`config.mk`:
```
export PLATFORM = sky130hd
export DESIGN_NAME = ring_neighbor_exclusion_arbiter_flat
export DESIGN_NICKNAME = d
export VERILOG_FILES = /design/src/rtl/rnea_pkg.sv /design/src/rtl/rnea_req_if.sv /design/src/rtl/rnea_rsp_if.sv /design/src/rtl/rnea_cfg_if.sv /design/src/rtl/rnea_cfg_regs.sv /design/src/rtl/rnea_core.sv /design/src/rtl/ring_neighbor_exclusion_arbiter.sv /design/src/flat_wrapper.sv
export SDC_FILE = /design/constraint.sdc
export NUM_CORES = 1
export LEC_CHECK = 0
export BUFFER_PORTS_ARGS = -buffer_cell sky130_fd_sc_hd__buf_2
export CAP_MARGIN = 15
export CORE_MARGIN = 2
export CORE_UTILIZATION = 45
export CTS_CLUSTER_DIAMETER = 100
export DETAILED_ROUTE_END_ITERATION = 7
export PLACE_DENSITY = 0.66
export SYNTH_ARGS = -nofsm -noshare
export SYNTH_HDL_FRONTEND = slang
export SYNTH_SLANG_ARGS = --single-unit
```
`constraint.sdc`:
```
create_clock -name i_clk -period 4.7 [get_ports i_clk]
set_input_delay 0.94 -clock i_clk [delete_from_list [all_inputs] [get_ports i_clk]]
set_output_delay 0.94 -clock i_clk [all_outputs]
set_load 0.05 [all_outputs]
```
`src/rtl/rnea_pkg.sv`:
```
// Shared types and constants for the ring neighbor exclusion arbiter.
package rnea_pkg;

    // Fixed field widths of the channels.
    localparam int SEAT_W       = 3;
    localparam int MASK_W       = 8;
    localparam int MEALS_OUT_W  = 16;
    localparam int SEAT_COUNT_W = 4;
    localparam int CFG_IDX_W    = 1;
    localparam int CFG_DATA_W   = 4;

    // Defaults for the top-level parameters.
    localparam int DEF_MAX_SEATS  = 8;
    localparam int DEF_MEAL_WIDTH = 16;

    // Smallest ring that the arbiter runs.
    localparam int MIN_SEATS = 3;

    // Configuration register indexes.
    localparam logic [CFG_IDX_W-1:0] CFG_SEAT_COUNT = 1'd0;
    localparam logic [CFG_IDX_W-1:0] CFG_ENABLE     = 1'd1;

    // Register reset values.
    localparam logic [SEAT_COUNT_W-1:0] SEAT_COUNT_RESET = 4'd8;
    localparam logic                    ENABLE_RESET     = 1'b1;

    // Request modes.
    localparam logic MODE_ACQUIRE = 1'b0;
    localparam logic MODE_RELEASE = 1'b1;

    typedef struct packed {
        logic              mode;
        logic [SEAT_W-1:0] seat;
    } t_req;

    typedef struct packed {
        logic [MASK_W-1:0]      grant_mask;
        logic [MASK_W-1:0]      eating_mask;
        logic [MASK_W-1:0]      hungry_mask;
        logic [MEALS_OUT_W-1:0] seat_meals;
        logic                   bad_seat;
    } t_rsp;

    typedef struct packed {
        logic [CFG_IDX_W-1:0]  index;
        logic [CFG_DATA_W-1:0] data;
    } t_cfg;

endpackage

```
`src/rtl/rnea_req_if.sv`:
```
// Request channel interface: valid, ready and one event.
interface rnea_req_if;
    logic          valid;
    logic          ready;
    rnea_pkg::t_req payload;

    modport source (output valid, output payload, input ready);
    modport sink   (input valid, input payload, output ready);
endinterface

```
`src/rtl/rnea_rsp_if.sv`:
```
// Result channel interface: valid, ready and one result.
interface rnea_rsp_if;
    logic          valid;
    logic          ready;
    rnea_pkg::t_rsp payload;

    modport source (output valid, output payload, input ready);
    modport sink   (input valid, input payload, output ready);
endinterface

```
`src/rtl/rnea_cfg_if.sv`:
```
// Configuration write channel interface: valid, ready, index and data.
interface rnea_cfg_if;
    logic          valid;
    logic          ready;
    rnea_pkg::t_cfg payload;

    modport source (output valid, output payload, input ready);
    modport sink   (input valid, input payload, output ready);
endinterface

```
`src/rtl/rnea_cfg_regs.sv`:
```
// Configuration registers and the clamped ring size derived from them.
module rnea_cfg_regs #(
    parameter int MAX_SEATS = rnea_pkg::DEF_MAX_SEATS
) (
    input  logic                               i_clk,
    input  logic                               i_rst_n,
    input  logic                               i_wr_en,
    input  rnea_pkg::t_cfg                     i_wr,
    output logic [$clog2(MAX_SEATS+1)-1:0]     o_ring_n,
    output logic                               o_enable
);
    localparam int CW = $clog2(MAX_SEATS + 1);

    logic [rnea_pkg::SEAT_COUNT_W-1:0] r_seat_count;
    logic                              r_enable;

    // Register writes; indexes outside the list are dropped.
    always_ff @(posedge i_clk) begin
        if (!i_rst_n) begin
            r_seat_count <= rnea_pkg::SEAT_COUNT_RESET;
            r_enable     <= rnea_pkg::ENABLE_RESET;
        end else if (i_wr_en) begin
            case (i_wr.index)
                rnea_pkg::CFG_SEAT_COUNT: r_seat_count <= i_wr.data;
                rnea_pkg::CFG_ENABLE:     r_enable     <= i_wr.data[0];
                default: ;
            endcase
        end
    end

    // Clamp the seat count into the supported ring sizes.
    always_comb begin
        if (int'(r_seat_count) < rnea_pkg::MIN_SEATS) begin
            o_ring_n = CW'(rnea_pkg::MIN_SEATS);
        end else if (int'(r_seat_count) > MAX_SEATS) begin
            o_ring_n = CW'(MAX_SEATS);
        end else begin
            o_ring_n = CW'(r_seat_count);
        end
    end

    assign o_enable = r_enable;

endmodule

```
`src/rtl/rnea_core.sv`:
```
// Seat states, meal counters and the single-pass grant logic for one event.
module rnea_core #(
    parameter int MAX_SEATS  = rnea_pkg::DEF_MAX_SEATS,
    parameter int MEAL_WIDTH = rnea_pkg::DEF_MEAL_WIDTH
) (
    input  logic                           i_clk,
    input  logic                           i_rst_n,
    input  logic                           i_fire,
    input  rnea_pkg::t_req                 i_evt,
    input  logic [$clog2(MAX_SEATS+1)-1:0] i_ring_n,
    input  logic                           i_enable,
    output rnea_pkg::t_rsp                 o_rsp
);
    localparam int CW = $clog2(MAX_SEATS + 1);
    localparam int MW = rnea_pkg::MASK_W;
    localparam int OW = rnea_pkg::MEALS_OUT_W;

    // Per-seat state: eating and hungry bits; neither set means thinking.
    logic [MAX_SEATS-1:0]  r_eat, n_eat;
    logic [MAX_SEATS-1:0]  r_hungry, n_hungry;
    logic [MEAL_WIDTH-1:0] r_meal [MAX_SEATS];
    logic [MEAL_WIDTH-1:0] n_meal [MAX_SEATS];

    logic [MAX_SEATS-1:0]  tgt, lft, rgt, in_use;
    logic [MAX_SEATS-1:0]  e1, h1, nb1, e2, h2, nb2;
    logic [MAX_SEATS-1:0]  g_self, g_left, g_right, grants;
    logic                  bad, apply, g_l;
    logic [MEAL_WIDTH-1:0] sel_meal;
    logic [MEAL_WIDTH+OW-1:0] meal_pad;

    // Bit i is set when either ring neighbor of seat i eats.
    function automatic logic [MAX_SEATS-1:0] nbr_eat(
        input logic [MAX_SEATS-1:0] e,
        input logic [CW-1:0]        n
    );
        logic [MAX_SEATS-1:0] r;
        logic                 last;
        logic                 lo;
        logic                 hi;
        last = 1'b0;
        for (int i = 0; i < MAX_SEATS; i++) begin
            if (i == int'(n) - 1) begin
                last = e[i];
            end
        end
        for (int i = 0; i < MAX_SEATS; i++) begin
            lo   = (i == 0) ? last : e[(i + MAX_SEATS - 1) % MAX_SEATS];
            hi   = (i == int'(n) - 1) ? e[0] : e[(i + 1) % MAX_SEATS];
            r[i] = lo | hi;
        end
        return r;
    endfunction

    // Low byte of a seat vector, zero-padded for small rings.
    function automatic logic [MW-1:0] low_byte(input logic [MAX_SEATS-1:0] v);
        logic [MAX_SEATS+MW-1:0] p;
        p = {{MW{1'b0}}, v};
        return p[MW-1:0];
    endfunction

    // Decode the event seat and its two ring neighbors into one-hot vectors.
    always_comb begin
        bad = (int'(i_evt.seat) >= int'(i_ring_n));
        for (int i = 0; i < MAX_SEATS; i++) begin
            tgt[i]    = (i == int'(i_evt.seat));
            lft[i]    = (i_evt.seat == '0) ? (i == int'(i_ring_n) - 1)
                                           : (i == int'(i_evt.seat) - 1);
            rgt[i]    = (int'(i_evt.seat) == int'(i_ring_n) - 1) ? (i == 0)
                                           : (i == int'(i_evt.seat) + 1);
            in_use[i] = (i < int'(i_ring_n));
        end
    end

    // Grant logic: acquire tests the seat itself; release tests left then right.
    always_comb begin
        apply = !bad && ((i_evt.mode == rnea_pkg::MODE_RELEASE) || i_enable);
        e1    = r_eat & ~tgt;
        h1    = (i_evt.mode == rnea_pkg::MODE_ACQUIRE) ? (r_hungry | tgt)
                                                        : (r_hungry & ~tgt);
        nb1   = nbr_eat(e1, i_ring_n);

        g_self = (i_enable && (i_evt.mode == rnea_pkg::MODE_ACQUIRE))
                 ? (tgt & h1 & ~nb1) : '0;

        g_l    = i_enable && (i_evt.mode == rnea_pkg::MODE_RELEASE)
                 && (|(lft & h1 & ~nb1));
        g_left = g_l ? lft : '0;
        e2     = e1 | g_left;
        h2     = h1 & ~g_left;
        nb2    = nbr_eat(e2, i_ring_n);

        g_right = (i_enable && (i_evt.mode == rnea_pkg::MODE_RELEASE))
                  ? (rgt & h2 & ~nb2) : '0;

        grants = apply ? (g_self | g_left | g_right) : '0;
        if (apply) begin
            n_eat    = e1 | grants;
            n_hungry = h1 & ~grants;
        end else begin
            n_eat    = r_eat;
            n_hungry = r_hungry;
        end
    end

    // Saturating meal counters and the event seat's updated count.
    always_comb begin
        sel_meal = '0;
        for (int i = 0; i < MAX_SEATS; i++) begin
            n_meal[i] = r_meal[i];
            if (grants[i] && (r_meal[i] != {MEAL_WIDTH{1'b1}})) begin
                n_meal[i] = r_meal[i] + MEAL_WIDTH'(1);
            end
            if (i == int'(i_evt.seat)) begin
                sel_meal = n_meal[i];
            end
        end
        meal_pad = {{OW{1'b0}}, (bad ? {MEAL_WIDTH{1'b0}} : sel_meal)};
    end

    // Result of the event, taken by the output register.
    always_comb begin
        o_rsp.grant_mask  = low_byte(grants);
        o_rsp.eating_mask = low_byte(n_eat & in_use);
        o_rsp.hungry_mask = low_byte(n_hungry & in_use);
        o_rsp.seat_meals  = meal_pad[OW-1:0];
        o_rsp.bad_seat    = bad;
    end

    // State update when the event leaves the input register.
    always_ff @(posedge i_clk) begin
        if (!i_rst_n) begin
            r_eat    <= '0;
            r_hungry <= '0;
            for (int i = 0; i < MAX_SEATS; i++) begin
                r_meal[i] <= '0;
            end
        end else if (i_fire) begin
            r_eat    <= n_eat;
            r_hungry <= n_hungry;
            for (int i = 0; i < MAX_SEATS; i++) begin
                r_meal[i] <= n_meal[i];
            end
        end
    end

endmodule

```
`src/rtl/ring_neighbor_exclusion_arbiter.sv`:
```
// Top level of the ring neighbor exclusion arbiter: input and result registers.
//
//   channel  | modport | payload                                   | accepted when
//   i_req    | sink    | mode, seat                                | valid && ready
//   o_rsp    | source  | grant_mask, eating_mask, hungry_mask,     | valid && ready
//            |         | seat_meals, bad_seat                      |
//   i_cfg    | sink    | index (0 seat_count, 1 enable), data      | valid && ready
//
// One request per cycle sustained while o_rsp does not stall. An accepted request
// is held in the input register, and the grant logic and state update then write
// its result into the result register. The result register frees the input side,
// so a new request is taken while a result waits. A stalled result holds the input
// register, and the request port then drops ready. Reset (synchronous, active low)
// makes every seat think, clears the meal counters and sets seat_count to 8 and
// enable to 1.
module ring_neighbor_exclusion_arbiter #(
    parameter int MAX_SEATS  = rnea_pkg::DEF_MAX_SEATS,
    parameter int MEAL_WIDTH = rnea_pkg::DEF_MEAL_WIDTH
) (
    input  logic              i_clk,
    input  logic              i_rst_n,
    rnea_req_if.sink          i_req,
    rnea_rsp_if.source        o_rsp,
    rnea_cfg_if.sink          i_cfg
);
    localparam int CW = $clog2(MAX_SEATS + 1);

    logic           r_in_valid;
    rnea_pkg::t_req r_in;
    logic           r_out_valid;
    rnea_pkg::t_rsp r_out;
    logic           advance;
    logic [CW-1:0]  ring_n;
    logic           enable;
    rnea_pkg::t_rsp core_rsp;

    // Configuration registers are always ready.
    assign i_cfg.ready = 1'b1;

    rnea_cfg_regs #(
        .MAX_SEATS (MAX_SEATS)
    ) u_cfg (
        .i_clk    (i_clk),
        .i_rst_n  (i_rst_n),
        .i_wr_en  (i_cfg.valid),
        .i_wr     (i_cfg.payload),
        .o_ring_n (ring_n),
        .o_enable (enable)
    );

    // The held request is processed when the result register can take it.
    assign advance     = r_in_valid && (!r_out_valid || o_rsp.ready);
    assign i_req.ready = !r_in_valid || advance;

    rnea_core #(
        .MAX_SEATS  (MAX_SEATS),
        .MEAL_WIDTH (MEAL_WIDTH)
    ) u_core (
        .i_clk    (i_clk),
        .i_rst_n  (i_rst_n),
        .i_fire   (advance),
        .i_evt    (r_in),
        .i_ring_n (ring_n),
        .i_enable (enable),
        .o_rsp    (core_rsp)
    );

    // Input register control.
    always_ff @(posedge i_clk) begin
        if (!i_rst_n) begin
            r_in_valid <= 1'b0;
        end else if (i_req.ready) begin
            r_in_valid <= i_req.valid;
        end
    end

    // Input register payload.
    always_ff @(posedge i_clk) begin
        if (i_req.valid && i_req.ready) begin
            r_in <= i_req.payload;
        end
    end

    // Result register control.
    always_ff @(posedge i_clk) begin
        if (!i_rst_n) begin
            r_out_valid <= 1'b0;
        end else if (advance) begin
            r_out_valid <= 1'b1;
        end else if (o_rsp.ready) begin
            r_out_valid <= 1'b0;
        end
    end

    // Result register payload.
    always_ff @(posedge i_clk) begin
        if (advance) begin
            r_out <= core_rsp;
        end
    end

    assign o_rsp.valid   = r_out_valid;
    assign o_rsp.payload = r_out;

endmodule
```
`src/flat_wrapper.sv`:
```
// flat-port wrapper written by rule: the top's interface ports become plain ports
module ring_neighbor_exclusion_arbiter_flat 
#(
    parameter int MAX_SEATS  = rnea_pkg::DEF_MAX_SEATS,
    parameter int MEAL_WIDTH = rnea_pkg::DEF_MEAL_WIDTH
)
  (i_clk, i_rst_n, i_req_valid, i_req_payload, i_req_ready, o_rsp_valid, o_rsp_payload, o_rsp_ready, i_cfg_valid, i_cfg_payload, i_cfg_ready);
  rnea_req_if i_req_i ();
  rnea_rsp_if o_rsp_i ();
  rnea_cfg_if i_cfg_i ();
  input  logic i_clk;
  input  logic i_rst_n;
  input wire logic [$bits(i_req_i.valid)-1:0] i_req_valid;
  input wire logic [$bits(i_req_i.payload)-1:0] i_req_payload;
  output wire logic [$bits(i_req_i.ready)-1:0] i_req_ready;
  output wire logic [$bits(o_rsp_i.valid)-1:0] o_rsp_valid;
  output wire logic [$bits(o_rsp_i.payload)-1:0] o_rsp_payload;
  input wire logic [$bits(o_rsp_i.ready)-1:0] o_rsp_ready;
  input wire logic [$bits(i_cfg_i.valid)-1:0] i_cfg_valid;
  input wire logic [$bits(i_cfg_i.payload)-1:0] i_cfg_payload;
  output wire logic [$bits(i_cfg_i.ready)-1:0] i_cfg_ready;
  assign i_req_i.valid = i_req_valid;
  assign i_req_i.payload = i_req_payload;
  assign i_req_ready = i_req_i.ready;
  assign o_rsp_valid = o_rsp_i.valid;
  assign o_rsp_payload = o_rsp_i.payload;
  assign o_rsp_i.ready = o_rsp_ready;
  assign i_cfg_i.valid = i_cfg_valid;
  assign i_cfg_i.payload = i_cfg_payload;
  assign i_cfg_ready = i_cfg_i.ready;
  ring_neighbor_exclusion_arbiter #(.MAX_SEATS(MAX_SEATS), .MEAL_WIDTH(MEAL_WIDTH)) u_core (.i_clk(i_clk), .i_rst_n(i_rst_n), .i_req(i_req_i), .o_rsp(o_rsp_i), .i_cfg(i_cfg_i));
endmodule
```
==> flow_summary.toml <==
[run_status]
run_status = "finished, final reports clean"

[grt]
grt_pass1_vias = 10700
grtUsageTotal_pct = 28.9
grt_max_degree = 54
grt_pass1_wl_um = 62700
grt_overflow_total = 0
antenna_found_initial = 1

[clocking]
htreeDepth = 4
numCtsBuffers = 17
numClockSinks = 196
cts_max_path_buffers = 2
clkTransAtPathRegs_ps = 70
cts_root_buf = "clkbuf_16"
tritoncts = "yes"
hold_buffers = 0
insertion_delay_ps = 460

[detailed_routing]
num_vias = 11500
drt_pass1_iterations = 6
post_drt_wl_per_cell_um = 22.5
drc_errors = 0
viasPerCell = 6.16
routed_wl_um = 42000
ant_nets = 0
drt_iter0_markers = 1417

[floorplanning]
die_h_um = 170
num_rows = 60
fp.coreArea_mm2 = 0.0270
io_pins = 58
die_area_mm2 = 0.0290
die_w_um = 170
initial_core_util_pct = 46.1

[synth]
ys_seq_area_share_pct = 45.4
synth_top_cell_area_share_pct = 41.7
yosysTopAreaCell = "edfxtp_1"
synth_ff_type = "edfxtp_1"
syn_area_mm2 = 0.0124
yosysMostFrequentCell = "nor2_1"
synthTopCellsByCount = "211 x nor2_1, 173 x edfxtp_1, 119 x nand2_1"
async_flop_share_pct = 0
syn_area_per_cell_um2 = 9.14
syn_nets = 1395
synth_cells = 1361
yosys-top-cells-area = "edfxtp_1 42%, nor2_1 6.4%, xnor2_1 4.4%"
synth_edf_count = 173
ys_types = 80
synth-seq-cells = 196
yosysWarnings = 0

[finish]
fin_util_pct = 55.1
n_antenna_cell = 0
syn_to_final_growth_pct = 19.7
final_cell_area_mm2 = 0.0149
nNetsFinal = 1549
drive_above_1_share_pct = 19.6

[power]
total_leakage_power_nw = 5.47
total_power_mw = 4.44
cellPowerDensity_mw_per_mm2 = 298
ir_drop_uv = 258

[run]
drv_cap = 0

[hold_path]
hold_depth = 2
hold_start = "u_core.r_in_valid$_SDFFE_PN0N_"
hold_class = "reg2reg"

[critical_path]
worst-path-buf-inv = 3
path_class = "reg2reg"
path_max_fanout = 11
crit_family = "compound AO/OA/AOI/OAI gates"
setup.worst_path.start_class = "flop"
r2r_cells = 18
rr_startpoint = "u_core.u_cfg.r_seat_count[2]$_SDFFE_PN0P_"
crit_slowest_cell = "o41a_1"
cp_data_required_time_ps = 4920
cp-end-kind = "flop"
critPathLaunch = "u_core.u_cfg.r_seat_count[2]$_SDFFE_PN0P_"
crit_chain = "a21oi_4, inv_2, ha_2, nor3b_4, o21a_1, mux2_2, a311o_2, o41a_1, a21oi_1, buf_4, nor3_1, buf_4, mux2i_1, a22oi_1, nand2_1, a21oi_1, o311ai_1, o22ai_1"
cp.depth = 18
max_stage_delay_ps = 500
arrival_ps = 4780

[sta]
worst_slack_ps = 137
hold_violations = 0
skew_ps = 21.1
rsz0062_at_grt = "true"
fin_crit_sh_pct = 97.1
tightestPinTransition_ps = 885
drv_slew = 0
finalSetupViolCount = 0
slew_headroom_pct = 40.8
whs_ps = 518
fmaxAchievable_mhz = 219
fin_crit_ps = 4560

[place]
dpl_cell_area_mm2 = 0.0140
port_buffers = 56
pre_cts_slack_ps = -132
dpl.hpwl_um = 31000
place_congestion = 0.983
-- state kept, by name (all words and copies together) (netlist names) --
signal                     count
u_core.r_in                    4
u_core.o_rsp.valid             1
u_core.r_in_valid              1
u_core.u_cfg.r_seat_count      4
u_core.u_core.r_eat            8
u_core.o_rsp.payload          41
u_core.u_core.r_meal         128
u_core.u_core.r_hungry         8
u_core.u_cfg.o_enable          1
-- path summary, 6_finish.rpt --
check,to,slack (ps)
setup / recovery,u_core.o_rsp.payload[2]$_SDFFCE_PP0P_,140
hold / removal,u_core.o_rsp.valid$_SDFFE_PN0P_,520
setup reg to reg,u_core.o_rsp.payload[2]$_SDFFCE_PP0P_,140
hold reg to reg,u_core.o_rsp.valid$_SDFFE_PN0P_,520
-- through the flow --
step,setup TNS (ps),std cells
after floorplan,0,1361
after global placement,-612,1832
after detailed placement,-981,1832
after CTS,-1.10,1864
after global routing,-146,1869
final,0,1869
-- power breakdown --
group | leakage, nW | switching [mW] | internal [mW] | total, mW
sequential | 1.98 | 0.0919 | 2.02 | 2.11
combinational | 3.20 | 0.494 | 0.255 | 0.749
clock | 0.301 | 0.731 | 0.854 | 1.59
total | 5.47 | 1.32 | 3.13 | 4.44
-- kinds of logic (layout without fill, tap and decap cells) --
group / after synthesis / in the layout / share of synthesized area [%]
DFF: 196 / 196 / 45.4
muxes: 18 / 18 / 1.47
xor gates and xnor gates: 114 / 114 / 8.13
other: 1 / 1 / 0.0301
and+or+nand+nor: 632 / 632 / 24.8
buffers and inverters: 105 / 272 / 3.27
AOI/OAI and AO/OA: 275 / 275 / 14.8
adders and majority gates: 20 / 20 / 2.01
-- placed cells by master, fill, tap and decap left out, drive strengths merged, types with 8 or more instances in the layout --
cell type  instances
nor4              22
nor2             212
edfxtp           173
clkbuf            17
nand3             79
inv               42
nor3              42
nand2b             9
o22ai             14
a21o               8
and2              17
nand2            119
a22oi             13
a31oi             11
nand4             33
ha                20
a21oi             65
xnor2             63
o221ai            13
mux2i             16
buf              204
dfxtp             23
o21ai             62
a221oi            10
nor2b             26
and3              34
xor2              50
-- worst min-delay path, delay by kind of cell, from the launching register on --
kind,cells,cell delay [ps]
AND/OR/NAND/NOR,2,140
flip-flops,1,330
-- what timing repair did --
action / 4_1_cts / 5_1_grt
pin swaps: 1 / 23
gates cloned: 0 / 0
gates resized for setup: 8 / 41
setup buffers: 0 / 5
setup endpoints to repair: 14 / 20
-- metal layers --
metal	vias up	share of wire, %	global-route usage [%]	wire length (um)
met4	2	4.6	12.7	1930
met5	-	0.038	0	16
met3	102	8.9	6.05	3740
li1	5319	-	-	-
met1	5471	42	39.4	17700
met2	617	44	44.5	18600
-- area by class of cell --
cell class,count,area (um2)
fillers,2467,12100
multi-input cells,1060,6620
flip-flops and latches,196,5660
repair buffers,204,1440
well taps,341,427
clock buffers,17,425
clock inverters,15,190
inverters,36,135
Power figures use the tool's default switching activity.
